$ cat src/design/amsup_pkg.sv
// Package: shared types, codes and constants of the autopilot mode supervisor
package amsup_pkg;

  localparam int HEADING_WIDTH = 16;
  localparam int HEADING_OUT_W = 16;
  localparam int CFG_INDEX_W   = 4;
  localparam int CFG_DATA_W    = 12;
  localparam int COUNT_W       = 8;

  typedef enum logic [1:0] {
    MODE_MANUAL = 2'd0,
    MODE_AUTO   = 2'd1,
    MODE_EXIT   = 2'd2
  } mode_t;

  typedef enum logic [2:0] {
    MOT_NONE     = 3'd0,
    MOT_FORWARD  = 3'd1,
    MOT_BACKWARD = 3'd2,
    MOT_LEFT     = 3'd3,
    MOT_RIGHT    = 3'd4
  } motion_t;

  // Register indexes of the configuration port
  localparam logic [CFG_INDEX_W-1:0] REG_ANGLE_RETRY_LIMIT  = 4'd0;
  localparam logic [CFG_INDEX_W-1:0] REG_OFFSET_RETRY_LIMIT = 4'd1;
  localparam logic [CFG_INDEX_W-1:0] REG_SKIPPED_STEP_LIMIT = 4'd2;
  localparam logic [CFG_INDEX_W-1:0] REG_DETECT_MISS_LIMIT  = 4'd3;
  localparam logic [CFG_INDEX_W-1:0] REG_STEADY_STEP_LIMIT  = 4'd4;
  localparam logic [CFG_INDEX_W-1:0] REG_ANGLE_TOLERANCE    = 4'd5;
  localparam logic [CFG_INDEX_W-1:0] REG_OFFSET_TOLERANCE   = 4'd6;
  localparam logic [CFG_INDEX_W-1:0] REG_ABANDON_ANGLE      = 4'd7;

  // Key codes (ASCII)
  localparam logic [7:0] KEY_Q_LC  = 8'h71;
  localparam logic [7:0] KEY_Q_UC  = 8'h51;
  localparam logic [7:0] KEY_E_LC  = 8'h65;
  localparam logic [7:0] KEY_E_UC  = 8'h45;
  localparam logic [7:0] KEY_W_LC  = 8'h77;
  localparam logic [7:0] KEY_W_UC  = 8'h57;
  localparam logic [7:0] KEY_A_LC  = 8'h61;
  localparam logic [7:0] KEY_A_UC  = 8'h41;
  localparam logic [7:0] KEY_S_LC  = 8'h73;
  localparam logic [7:0] KEY_S_UC  = 8'h53;
  localparam logic [7:0] KEY_D_LC  = 8'h64;
  localparam logic [7:0] KEY_D_UC  = 8'h44;
  localparam logic [7:0] KEY_SPACE = 8'd32;
  localparam logic [7:0] KEY_ESC   = 8'd27;

  // Reset, fallback and automatic-mode values
  localparam logic [4:0] SPEED_RESET      = 5'd20;
  localparam logic [4:0] SPEED_AUTO_TURN  = 5'd1;
  localparam logic [4:0] SPEED_AUTO_AHEAD = 5'd10;
  localparam logic [2:0] TURN_STEP_RESET  = 3'd5;
  localparam logic [2:0] TURN_STEP_AUTO   = 3'd1;

  typedef struct packed {
    logic [7:0]  angle_retry_limit;
    logic [7:0]  offset_retry_limit;
    logic [7:0]  skipped_step_limit;
    logic [7:0]  detect_miss_limit;
    logic [7:0]  steady_step_limit;
    logic [6:0]  angle_tolerance;
    logic [11:0] offset_tolerance;
    logic [7:0]  abandon_angle;
  } cfg_t;

  typedef struct packed {
    mode_t                    mode;
    motion_t                  motion;
    logic [HEADING_WIDTH-1:0] heading;
    logic [4:0]               speed;
    logic [2:0]               turn_step;
    logic [COUNT_W-1:0]       angle_retries;
    logic [COUNT_W-1:0]       offset_retries;
    logic [COUNT_W-1:0]       skipped_steps;
    logic [COUNT_W-1:0]       detect_misses;
    logic [COUNT_W-1:0]       steady_steps;
  } state_t;

  typedef struct packed {
    logic signed [9:0]  angle_error;
    logic signed [12:0] offset_error;
    logic               too_few_segments;
    logic [7:0]         key_code;
    logic               escape_polled;
  } in_word_t;

  // Saturating increment of a supervisor counter
  function automatic logic [COUNT_W-1:0] sat_inc(input logic [COUNT_W-1:0] c);
    sat_inc = (&c) ? c : c + 1'b1;
  endfunction

endpackage

$ cat src/design/amsup_in_if.sv
// Interface: input word channel (frame measurements and key code)
interface amsup_in_if;
  logic               valid;
  logic               ready;
  logic signed [9:0]  angle_error;
  logic signed [12:0] offset_error;
  logic               too_few_segments;
  logic [7:0]         key_code;
  logic               escape_polled;

  modport source (output valid, angle_error, offset_error, too_few_segments, key_code,
                  escape_polled, input ready);
  modport sink (input valid, angle_error, offset_error, too_few_segments, key_code,
                escape_polled, output ready);
endinterface

$ cat src/design/amsup_out_if.sv
// Interface: result word channel (mode, motion, heading, speed, turn step, fallback)
interface amsup_out_if;
  logic               valid;
  logic               ready;
  logic [1:0]         mode_now;
  logic [2:0]         motion_now;
  logic signed [15:0] heading_now;
  logic [4:0]         speed_now;
  logic [2:0]         turn_step_now;
  logic               fell_back;

  modport source (output valid, mode_now, motion_now, heading_now, speed_now, turn_step_now,
                  fell_back, input ready);
  modport sink (input valid, mode_now, motion_now, heading_now, speed_now, turn_step_now,
                fell_back, output ready);
endinterface

$ cat src/design/amsup_cfg_if.sv
// Interface: configuration write channel
interface amsup_cfg_if;
  logic        valid;
  logic        ready;
  logic [3:0]  index;
  logic [11:0] data;

  modport source (output valid, index, data, input ready);
  modport sink (input valid, index, data, output ready);
endinterface

$ cat src/design/amsup_cfg_regs.sv
// Configuration register bank with reset values and width truncation on write
module amsup_cfg_regs (
  input  logic                                 clk,
  input  logic                                 rst_n,
  input  logic                                 wr_en,
  input  logic [amsup_pkg::CFG_INDEX_W-1:0]    wr_index,
  input  logic [amsup_pkg::CFG_DATA_W-1:0]     wr_data,
  output amsup_pkg::cfg_t                      cfg
);
  import amsup_pkg::*;

  cfg_t cfg_r;
  cfg_t cfg_nxt;

  always_comb begin
    cfg_nxt = cfg_r;
    if (wr_en) begin
      unique case (wr_index)
        REG_ANGLE_RETRY_LIMIT:  cfg_nxt.angle_retry_limit  = wr_data[7:0];
        REG_OFFSET_RETRY_LIMIT: cfg_nxt.offset_retry_limit = wr_data[7:0];
        REG_SKIPPED_STEP_LIMIT: cfg_nxt.skipped_step_limit = wr_data[7:0];
        REG_DETECT_MISS_LIMIT:  cfg_nxt.detect_miss_limit  = wr_data[7:0];
        REG_STEADY_STEP_LIMIT:  cfg_nxt.steady_step_limit  = wr_data[7:0];
        REG_ANGLE_TOLERANCE:    cfg_nxt.angle_tolerance    = wr_data[6:0];
        REG_OFFSET_TOLERANCE:   cfg_nxt.offset_tolerance   = wr_data[11:0];
        REG_ABANDON_ANGLE:      cfg_nxt.abandon_angle      = wr_data[7:0];
        default:                cfg_nxt = cfg_r;  // drop writes past the list
      endcase
    end
  end

  always_ff @(posedge clk) begin
    if (!rst_n) begin
      cfg_r.angle_retry_limit  <= 8'd70;
      cfg_r.offset_retry_limit <= 8'd70;
      cfg_r.skipped_step_limit <= 8'd10;
      cfg_r.detect_miss_limit  <= 8'd10;
      cfg_r.steady_step_limit  <= 8'd10;
      cfg_r.angle_tolerance    <= 7'd5;
      cfg_r.offset_tolerance   <= 12'd90;
      cfg_r.abandon_angle      <= 8'd45;
    end else begin
      cfg_r <= cfg_nxt;
    end
  end

  assign cfg = cfg_r;

endmodule

$ cat src/design/amsup_step.sv
// Next-state logic for one frame: key decode, automatic step, limit checks, escape
module amsup_step (
  input  amsup_pkg::state_t   state_i,
  input  amsup_pkg::cfg_t     cfg,
  input  amsup_pkg::in_word_t word_i,
  output amsup_pkg::state_t   state_nxt,
  output logic                fell_back
);
  import amsup_pkg::*;

  logic [9:0]  ang_u;
  logic [12:0] off_u;
  logic [9:0]  ang_mag;
  logic [12:0] off_mag;
  state_t      n;
  logic        back;

  assign ang_u   = word_i.angle_error;
  assign off_u   = word_i.offset_error;
  assign ang_mag = ang_u[9] ? (~ang_u + 10'd1) : ang_u;
  assign off_mag = off_u[12] ? (~off_u + 13'd1) : off_u;

  always_comb begin
    n    = state_i;
    back = 1'b0;
    if (state_i.mode != MODE_EXIT) begin
      if (word_i.too_few_segments) begin
        n.detect_misses = sat_inc(n.detect_misses);
      end

      if (state_i.mode == MODE_AUTO) begin
        if (ang_mag >= {2'b00, cfg.abandon_angle}) begin
          n.skipped_steps = sat_inc(n.skipped_steps);
        end else begin
          n.speed     = SPEED_AUTO_TURN;
          n.turn_step = TURN_STEP_AUTO;
          if (ang_u != 10'd0) begin
            // steer one degree against the error
            if (!ang_u[9]) begin
              n.heading = n.heading - HEADING_WIDTH'(1);
            end else begin
              n.heading = n.heading + HEADING_WIDTH'(1);
            end
            if (ang_mag > {3'b000, cfg.angle_tolerance}) begin
              n.steady_steps  = '0;
              n.angle_retries = sat_inc(n.angle_retries);
            end else begin
              n.angle_retries = '0;
              n.steady_steps  = sat_inc(n.steady_steps);
            end
          end
          if (off_mag > {1'b0, cfg.offset_tolerance}) begin
            n.steady_steps   = '0;
            n.motion         = off_u[12] ? MOT_RIGHT : MOT_LEFT;
            n.offset_retries = sat_inc(n.offset_retries);
          end else begin
            n.offset_retries = '0;
            n.steady_steps   = sat_inc(n.steady_steps);
            n.speed          = SPEED_AUTO_AHEAD;
            n.motion         = MOT_FORWARD;
          end
        end
      end else begin
        unique case (word_i.key_code) inside
          KEY_Q_LC, KEY_Q_UC: begin
            n.heading = n.heading - HEADING_WIDTH'(n.turn_step);
            n.motion  = MOT_NONE;
          end
          KEY_E_LC, KEY_E_UC: begin
            n.heading = n.heading + HEADING_WIDTH'(n.turn_step);
            n.motion  = MOT_NONE;
          end
          KEY_W_LC, KEY_W_UC: n.motion = MOT_FORWARD;
          KEY_A_LC, KEY_A_UC: n.motion = MOT_LEFT;
          KEY_S_LC, KEY_S_UC: n.motion = MOT_BACKWARD;
          KEY_D_LC, KEY_D_UC: n.motion = MOT_RIGHT;
          KEY_SPACE:          n.mode   = MODE_AUTO;
          KEY_ESC:            n.mode   = MODE_EXIT;
          default:            n.motion = MOT_NONE;
        endcase
      end

      // limit checks
      if (n.angle_retries > cfg.angle_retry_limit) begin
        n.angle_retries = '0;
        back            = 1'b1;
      end
      if (n.offset_retries > cfg.offset_retry_limit) begin
        n.offset_retries = '0;
        back             = 1'b1;
      end
      if (n.skipped_steps > cfg.skipped_step_limit) begin
        n.skipped_steps = '0;
        back            = 1'b1;
      end
      if (n.detect_misses > cfg.detect_miss_limit) begin
        n.detect_misses = '0;
        back            = 1'b1;
      end
      if (n.steady_steps > cfg.steady_step_limit) begin
        n.angle_retries  = '0;
        n.offset_retries = '0;
      end
      if (back) begin
        n.motion    = MOT_NONE;
        n.mode      = MODE_MANUAL;
        n.speed     = SPEED_RESET;
        n.turn_step = TURN_STEP_RESET;
      end

      if (n.mode == MODE_AUTO && word_i.escape_polled) begin
        n.mode      = MODE_MANUAL;
        n.speed     = SPEED_RESET;
        n.turn_step = TURN_STEP_RESET;
      end
    end
  end

  assign state_nxt = n;
  assign fell_back = back;

endmodule

$ cat src/design/autopilot_mode_supervisor.sv
// Top level: autopilot mode supervisor with input register, state and result register
//
// Usage:
//   in_chan  - one word per video frame: angle error, lateral error, too-few-segments
//              flag, key code and escape flag. Accepted when valid and ready are high.
//   out_chan - one result word per input word: mode, motion, heading (low 16 bits),
//              speed, turn step and a fallback flag. Taken when valid and ready are high.
//   cfg_chan - register writes (index 0..7, data truncated to the register's width);
//              always ready, indexes past the list are ignored. Write only while idle.
// Path: a word accepted on in_chan is held in the input register, processed by the
//   single-pass step logic and held in the result register that drives out_chan.
// Throughput: one word per cycle while out_chan is ready; the state update of one word completes in the same
//   cycle that the step logic reads it, so words follow back to back.
// Reset (rst_n low, synchronous): mode manual, motion none, heading 0, speed 20,
//   turn step 5, all counters 0, configuration back to its reset values, both
//   channels empty.
// Stall: while out_chan is held, the result register keeps its word, the input
//   register fills once more and then in_chan drops ready until the result is taken.
module autopilot_mode_supervisor (
  input logic    clk,
  input logic    rst_n,
  amsup_in_if.sink   in_chan,
  amsup_out_if.source out_chan,
  amsup_cfg_if.sink  cfg_chan
);
  import amsup_pkg::*;

  cfg_t     cfg;
  state_t   state_r;
  state_t   state_nxt;
  in_word_t in_word_r;
  logic     in_v_r;
  logic     out_v_r;
  logic     fell_back_nxt;
  logic     step_go;

  // result register payload
  logic [1:0]                 mode_now_r;
  logic [2:0]                 motion_now_r;
  logic [HEADING_OUT_W-1:0]   heading_now_r;
  logic [4:0]                 speed_now_r;
  logic [2:0]                 turn_step_now_r;
  logic                       fell_back_r;

  // configuration: always ready, writes land at once
  assign cfg_chan.ready = 1'b1;

  amsup_cfg_regs u_cfg_regs (
    .clk      (clk),
    .rst_n    (rst_n),
    .wr_en    (cfg_chan.valid),
    .wr_index (cfg_chan.index),
    .wr_data  (cfg_chan.data),
    .cfg      (cfg)
  );

  // advance the input word when the result register is free or being emptied
  assign step_go       = in_v_r && (!out_v_r || out_chan.ready);
  assign in_chan.ready = !in_v_r || step_go;

  always_ff @(posedge clk) begin
    if (!rst_n) begin
      in_v_r <= 1'b0;
    end else if (in_chan.valid && in_chan.ready) begin
      in_v_r <= 1'b1;
    end else if (step_go) begin
      in_v_r <= 1'b0;
    end
  end

  // hold the input word; payload needs no reset
  always_ff @(posedge clk) begin
    if (in_chan.valid && in_chan.ready) begin
      in_word_r.angle_error      <= in_chan.angle_error;
      in_word_r.offset_error     <= in_chan.offset_error;
      in_word_r.too_few_segments <= in_chan.too_few_segments;
      in_word_r.key_code         <= in_chan.key_code;
      in_word_r.escape_polled    <= in_chan.escape_polled;
    end
  end

  amsup_step u_step (
    .state_i   (state_r),
    .cfg       (cfg),
    .word_i    (in_word_r),
    .state_nxt (state_nxt),
    .fell_back (fell_back_nxt)
  );

  // supervisor state: commit only when the word moves into the result register
  always_ff @(posedge clk) begin
    if (!rst_n) begin
      state_r.mode           <= MODE_MANUAL;
      state_r.motion         <= MOT_NONE;
      state_r.heading        <= '0;
      state_r.speed          <= SPEED_RESET;
      state_r.turn_step      <= TURN_STEP_RESET;
      state_r.angle_retries  <= '0;
      state_r.offset_retries <= '0;
      state_r.skipped_steps  <= '0;
      state_r.detect_misses  <= '0;
      state_r.steady_steps   <= '0;
    end else if (step_go) begin
      state_r <= state_nxt;
    end
  end

  always_ff @(posedge clk) begin
    if (!rst_n) begin
      out_v_r <= 1'b0;
    end else if (step_go) begin
      out_v_r <= 1'b1;
    end else if (out_chan.ready) begin
      out_v_r <= 1'b0;
    end
  end

  always_ff @(posedge clk) begin
    if (step_go) begin
      mode_now_r      <= state_nxt.mode;
      motion_now_r    <= state_nxt.motion;
      heading_now_r   <= HEADING_OUT_W'(state_nxt.heading);
      speed_now_r     <= state_nxt.speed;
      turn_step_now_r <= state_nxt.turn_step;
      fell_back_r     <= fell_back_nxt;
    end
  end

  assign out_chan.valid         = out_v_r;
  assign out_chan.mode_now      = mode_now_r;
  assign out_chan.motion_now    = motion_now_r;
  assign out_chan.heading_now   = signed'(heading_now_r);
  assign out_chan.speed_now     = speed_now_r;
  assign out_chan.turn_step_now = turn_step_now_r;
  assign out_chan.fell_back     = fell_back_r;

endmodule

$ cat src/flat_wrapper.sv
// flat-port wrapper written by rule: the top's interface ports become plain ports
module autopilot_mode_supervisor_flat import amsup_pkg::*;
  (clk, rst_n, in_chan_valid, in_chan_angle_error, in_chan_offset_error, in_chan_too_few_segments, in_chan_key_code, in_chan_escape_polled, in_chan_ready, out_chan_valid, out_chan_mode_now, out_chan_motion_now, out_chan_heading_now, out_chan_speed_now, out_chan_turn_step_now, out_chan_fell_back, out_chan_ready, cfg_chan_valid, cfg_chan_index, cfg_chan_data, cfg_chan_ready);
  amsup_in_if in_chan_i ();
  amsup_out_if out_chan_i ();
  amsup_cfg_if cfg_chan_i ();
  input logic clk;
  input logic rst_n;
  input wire logic [$bits(in_chan_i.valid)-1:0] in_chan_valid;
  input wire logic [$bits(in_chan_i.angle_error)-1:0] in_chan_angle_error;
  input wire logic [$bits(in_chan_i.offset_error)-1:0] in_chan_offset_error;
  input wire logic [$bits(in_chan_i.too_few_segments)-1:0] in_chan_too_few_segments;
  input wire logic [$bits(in_chan_i.key_code)-1:0] in_chan_key_code;
  input wire logic [$bits(in_chan_i.escape_polled)-1:0] in_chan_escape_polled;
  output wire logic [$bits(in_chan_i.ready)-1:0] in_chan_ready;
  output wire logic [$bits(out_chan_i.valid)-1:0] out_chan_valid;
  output wire logic [$bits(out_chan_i.mode_now)-1:0] out_chan_mode_now;
  output wire logic [$bits(out_chan_i.motion_now)-1:0] out_chan_motion_now;
  output wire logic [$bits(out_chan_i.heading_now)-1:0] out_chan_heading_now;
  output wire logic [$bits(out_chan_i.speed_now)-1:0] out_chan_speed_now;
  output wire logic [$bits(out_chan_i.turn_step_now)-1:0] out_chan_turn_step_now;
  output wire logic [$bits(out_chan_i.fell_back)-1:0] out_chan_fell_back;
  input wire logic [$bits(out_chan_i.ready)-1:0] out_chan_ready;
  input wire logic [$bits(cfg_chan_i.valid)-1:0] cfg_chan_valid;
  input wire logic [$bits(cfg_chan_i.index)-1:0] cfg_chan_index;
  input wire logic [$bits(cfg_chan_i.data)-1:0] cfg_chan_data;
  output wire logic [$bits(cfg_chan_i.ready)-1:0] cfg_chan_ready;
  assign in_chan_i.valid = in_chan_valid;
  assign in_chan_i.angle_error = in_chan_angle_error;
  assign in_chan_i.offset_error = in_chan_offset_error;
  assign in_chan_i.too_few_segments = in_chan_too_few_segments;
  assign in_chan_i.key_code = in_chan_key_code;
  assign in_chan_i.escape_polled = in_chan_escape_polled;
  assign in_chan_ready = in_chan_i.ready;
  assign out_chan_valid = out_chan_i.valid;
  assign out_chan_mode_now = out_chan_i.mode_now;
  assign out_chan_motion_now = out_chan_i.motion_now;
  assign out_chan_heading_now = out_chan_i.heading_now;
  assign out_chan_speed_now = out_chan_i.speed_now;
  assign out_chan_turn_step_now = out_chan_i.turn_step_now;
  assign out_chan_fell_back = out_chan_i.fell_back;
  assign out_chan_i.ready = out_chan_ready;
  assign cfg_chan_i.valid = cfg_chan_valid;
  assign cfg_chan_i.index = cfg_chan_index;
  assign cfg_chan_i.data = cfg_chan_data;
  assign cfg_chan_ready = cfg_chan_i.ready;
  autopilot_mode_supervisor u_core (.clk(clk), .rst_n(rst_n), .in_chan(in_chan_i), .out_chan(out_chan_i), .cfg_chan(cfg_chan_i));
endmodule
$ cat config.mk
export PLATFORM = sky130hd
export DESIGN_NAME = autopilot_mode_supervisor_flat
export DESIGN_NICKNAME = d
export VERILOG_FILES = /design/src/design/amsup_pkg.sv /design/src/design/amsup_in_if.sv /design/src/design/amsup_out_if.sv /design/src/design/amsup_cfg_if.sv /design/src/design/amsup_cfg_regs.sv /design/src/design/amsup_step.sv /design/src/design/autopilot_mode_supervisor.sv /design/src/flat_wrapper.sv
export SDC_FILE = /design/constraint.sdc
export NUM_CORES = 1
export LEC_CHECK = 0
export BUFFER_PORTS_ARGS = -buffer_cell sky130_fd_sc_hd__buf_2
export CAP_MARGIN = 5
export CORE_MARGIN = 2
export CORE_UTILIZATION = 30
export DETAILED_ROUTE_END_ITERATION = 12
export SETUP_SLACK_MARGIN = 0.4
export SYNTH_ARGS = -nofsm -noshare
export SYNTH_HDL_FRONTEND = slang
export SYNTH_SLANG_ARGS = --single-unit
export TNS_END_PERCENT = 5
$ cat constraint.sdc
create_clock -name clk -period 19 [get_ports clk]
set_clock_uncertainty 0.1 [all_clocks]
set_input_delay 4.75 -clock clk [delete_from_list [all_inputs] [get_ports clk]]
set_output_delay 4.75 -clock clk [all_outputs]
set_load 0.01 [all_outputs]
==> summary.txt <==
Outcome
  • Status: finished clean

Logic synthesis
  • EDFF count, synth: 63
  • Yosys warning count: 0
  • Cell Area, Synth: between 0.01 and 0.015 sq mm
  • Synth cell count leaders: nor2_1 (153), dfxtp_1 (138), nand2_1 (127), ha_1 (106), a21oi_1 (91)
  • Top cells by area, synth: dfxtp_1 (22%), edfxtp_1 (15%), ha_1 (10%), mux2i_1 (5.1%), nor2_1 (4.5%)
  • Synthesized Nets: 1629
  • Sequential fraction of the synthesis area: 36.3%
  • Top cell type's share of synthesized area: 21.6%
  • Dominant synthesized flop cell: dfxtp_1
  • Leading area contributor after synthesis: dfxtp_1
  • Yosys reg bits: 201
  • Syn Area/Cell: ~8.7 sq um
  • FFs w/ async S/R, synth: 0%
  • Most common cell in the netlist: nor2_1
  • Netlist cell types: 80
  • Post-Synthesis Cells: roughly 1500

CTS
  • Setup Buffers After CTS: 0
  • H-tree lvl count: 1
  • CTS max path bufs: 3
  • Later-pin clock latency in the skew report: 0.54 ns
  • Root Driver: clkbuf_16
  • CTS tree: built
  • Post-cts resize count: 0
  • CTS Buf Count: 25
  • CTS clk-pin slew, worst paths: 0.06 ns
  • Post-cts hold buffer count: 0
  • Clock sinks: about 200

Timing
  • Final hold vios: 0
  • Final setup viols: 0
  • Fin crit share: between 50 and 60%
  • Fmax: 98.5 MHz
  • Setup TNS: 0 ns
  • Worst Tran Pin Value: just under 1 ns
  • Post-layout min period: 10.15 ns
  • Worst Hold Slack: 0.375 ns
  • Headroom to the max-slew limit: between 30% and 40%
  • RSZ-0062 raised after global routing: false
  • Fin. max-slew vios: 0

GRT
  • Largest net degree at the start of global routing: between 70 and 80
  • Vias in the first global route: roughly 11000
  • Initial antenna violation count: 2
  • Global-route wire length before repair: 56400 um
  • Overall global routing resource usage: 15.7%
  • GRT Residual Overflow: 0

Layout
  • Final core occ: 34.7%
  • Final net count: 1690
  • Share of layout cells above drive strength 1: a little under an eighth
  • P&R area growth vs syn: 13.9%
  • Final Cell Area: between 0.01 and 0.015 sq mm

Die
  • Initial core utilization: 30.5%
  • Core Footprint: 0.0420 sq mm
  • Die width: around 210 um
  • Row count: 75
  • Io pins: between 80 and 90
  • Chip Height: 211 um
  • Die ar.: approximately 0.044 sq mm

Power
  • Psw: 0.294 mW
  • LEAKAGE: 6.02 nW
  • PwrDens: 75.2 mW/mm^2
  • Clock Power Share: 42.6%
  • Largest vdd supply drop: 0.0646 mV
  • Register share of total power: 42.8%
  • Sw frac: 26.8%
  • Combinational share of power: between 10% and 20%
  • Pint: 0.804 mW

Min path
  • Worst Hold Class: reg -> reg
  • WHS Endpoint: u_core.u_cfg_regs.cfg[46]$_SDFFE_PN1P_
  • Worst hold path depth: 2
  • Hold_sp: u_core.u_cfg_regs.cfg[46]$_SDFFE_PN1P_

Setup path
  • Critical Path Most Common Cell: buf_2
  • Cells along the critical path: buf_2, nor2b_1, nand2_1, buf_2
  • R2r startpoint: u_core.in_word_r[23]$_DFFE_PP_
  • Crit path largest cell delay: between 0.2 and 0.25 ns
  • Crit start category: primary input
  • Critical Path Sink Type: primary output
  • Worst reg2reg path depth: 23
  • CP max stage cell: nor2b_1
  • Data required, critical path: 14.15 ns
  • Crit Path Class: in -> out
  • FF-to-FF setup slack: 11.29 ns
  • CP delay by family, top: simple AND/OR/NAND/NOR gates
  • Reg2reg end: u_core.out_chan.speed_now[2]$_DFFE_PP_
  • Worst endpoint data arrival time: between 5 and 6 ns
  • Largest fanout on the critical path: 4
  • CP bufs+invs: 2

Drt
  • Wire per inst: 16.8 um
  • Final wirelength: 35100 um
  • First-pass iteration count of the detailed router: 5
  • Final antenna-violating net count: 0
  • Remaining DRCs: 0
  • DR vias/cell: 5.29
  • Vias post-DR: 11027
  • Iter 0 DRT Violations: between 700 and 800

Place
  • Placer Congestion: between 0.9 and 1
  • Dpl hpwl: 25500 um
  • DP Area: 0.0138 sq mm
  • Port Buffers: 85

Job
  • Max-cap viol count: 0
-- registers in the layout, summed over array words and instances (netlist names) --
signal / cells
u_core.u_cfg_regs.cfg: 67
u_core.out_chan.heading_now: 16
u_core.in_word_r: 33
u_core.out_chan.fell_back: 1
u_core.out_chan.valid: 1
u_core.in_v_r: 1
u_core.out_chan.speed_now: 5
u_core.out_chan.motion_now: 3
u_core.state_r: 69
u_core.out_chan.mode_now: 2
u_core.out_chan.turn_step_now: 3
-- cells in the final DEF, fill, tap and decap left out, drive strengths merged, types with 18 or more instances in the layout --
cell,instances
a211oi,19
a21o,23
a21oi,93
buf,100
clkbuf,40
dfxtp,138
edfxtp,63
ha,106
inv,84
mux2i,65
nand2,128
nand3,60
nand4,24
nor2,153
nor3,26
o21a,18
o21ai,65
o31ai,19
xnor2,53
xor2,18
-- power groups by stage --
stage	registers (mW)	clock network, mW	logic (mW)
final	0.470	0.468	0.160
after floorplan	0.476	0	0.114
after CTS	0.470	0.480	0.160
after global placement	0.479	0	0.156
after global routing	0.472	0.496	0.179
after detailed placement	0.479	0	0.159
-- routing by layer --
| layer | vias up | share of wire (%) | global-route usage, % |
|---|---|---|---|
| met1 | 5234 | 46 | 20.6 |
| met2 | 269 | 46 | 26.6 |
| met3 | 61 | 4.9 | 2.66 |
| met5 | - | 0.020 | 0 |
| li1 | 5461 | - | - |
| met4 | 2 | 2.7 | 4.40 |
-- kinds of logic after synthesis --
| kind of cell | count (synthesis) | share of synthesized area [%] |
|---|---|---|
| other | 1 | 0.0293 |
| xor gates and xnor gates | 71 | 4.91 |
| and+or+nand+nor | 498 | 18.5 |
| AOI/OAI and AO/OA | 365 | 19.3 |
| DFF | 201 | 36.3 |
| muxes | 73 | 5.78 |
| buffers and inverters | 149 | 4.39 |
| adders and majority gates | 109 | 10.7 |
-- cell type report --
type / instances / area (sq um)
Inverter: 83 / 312
Sequential cell: 201 / 4650
Tap cell: 539 / 674
Clock inverter: 5 / 53.8
Fill cell: 4375 / 27400
Clock buffer: 40 / 753
Timing Repair Buffer: 100 / 538
Multi-Input combinational cell: 1117 / 7610
Antenna cell: 1 / 2.50
-- worst max path at each step --
stage | endpoint | startpoint | slack [ns] | depth (start not counted)
after floorplan | in_chan_ready | out_chan_ready | 9.10 | 2
after global placement | in_chan_ready | out_chan_ready | 8.86 | 4
after detailed placement | in_chan_ready | out_chan_ready | 8.86 | 4
after CTS | in_chan_ready | out_chan_ready | 8.86 | 4
after global routing | in_chan_ready | out_chan_ready | 8.75 | 4
final | in_chan_ready | out_chan_ready | 8.85 | 4
-- through the flow --
stage | power, mW | setup slack (ns) | std cells
final | 1.10 | 8.85 | 2086
after global routing | 1.15 | 8.75 | 2085
after CTS | 1.11 | 8.86 | 2085
after detailed placement | 0.639 | 8.86 | 2040
after global placement | 0.635 | 8.86 | 2040
after floorplan | 0.590 | 9.10 | 1467
-- worst register-to-register path: stages, from the launching register on --
cell	delay [ns]
edfxtp_1	0.41
inv_1	0.13
ha_1	0.18
or3b_2	0.49
o31ai_1	0.28
xnor2_1	0.20
ha_1	0.29
a21o_1	0.16
a21oi_1	0.19
o31a_1	0.45
nand4_1	0.76
a21oi_1	0.69
nand2_1	0.17
xor2_1	0.18
nor2_1	0.16
ha_1	0.28
o21a_1	0.11
o21a_1	0.16
o21ai_0	0.15
nand3b_1	0.16
a22oi_1	0.59
nand2_1	0.31
a21oi_1	0.49
o21ai_0	0.30
No activity file was read; power rests on OpenSTA's default activity.
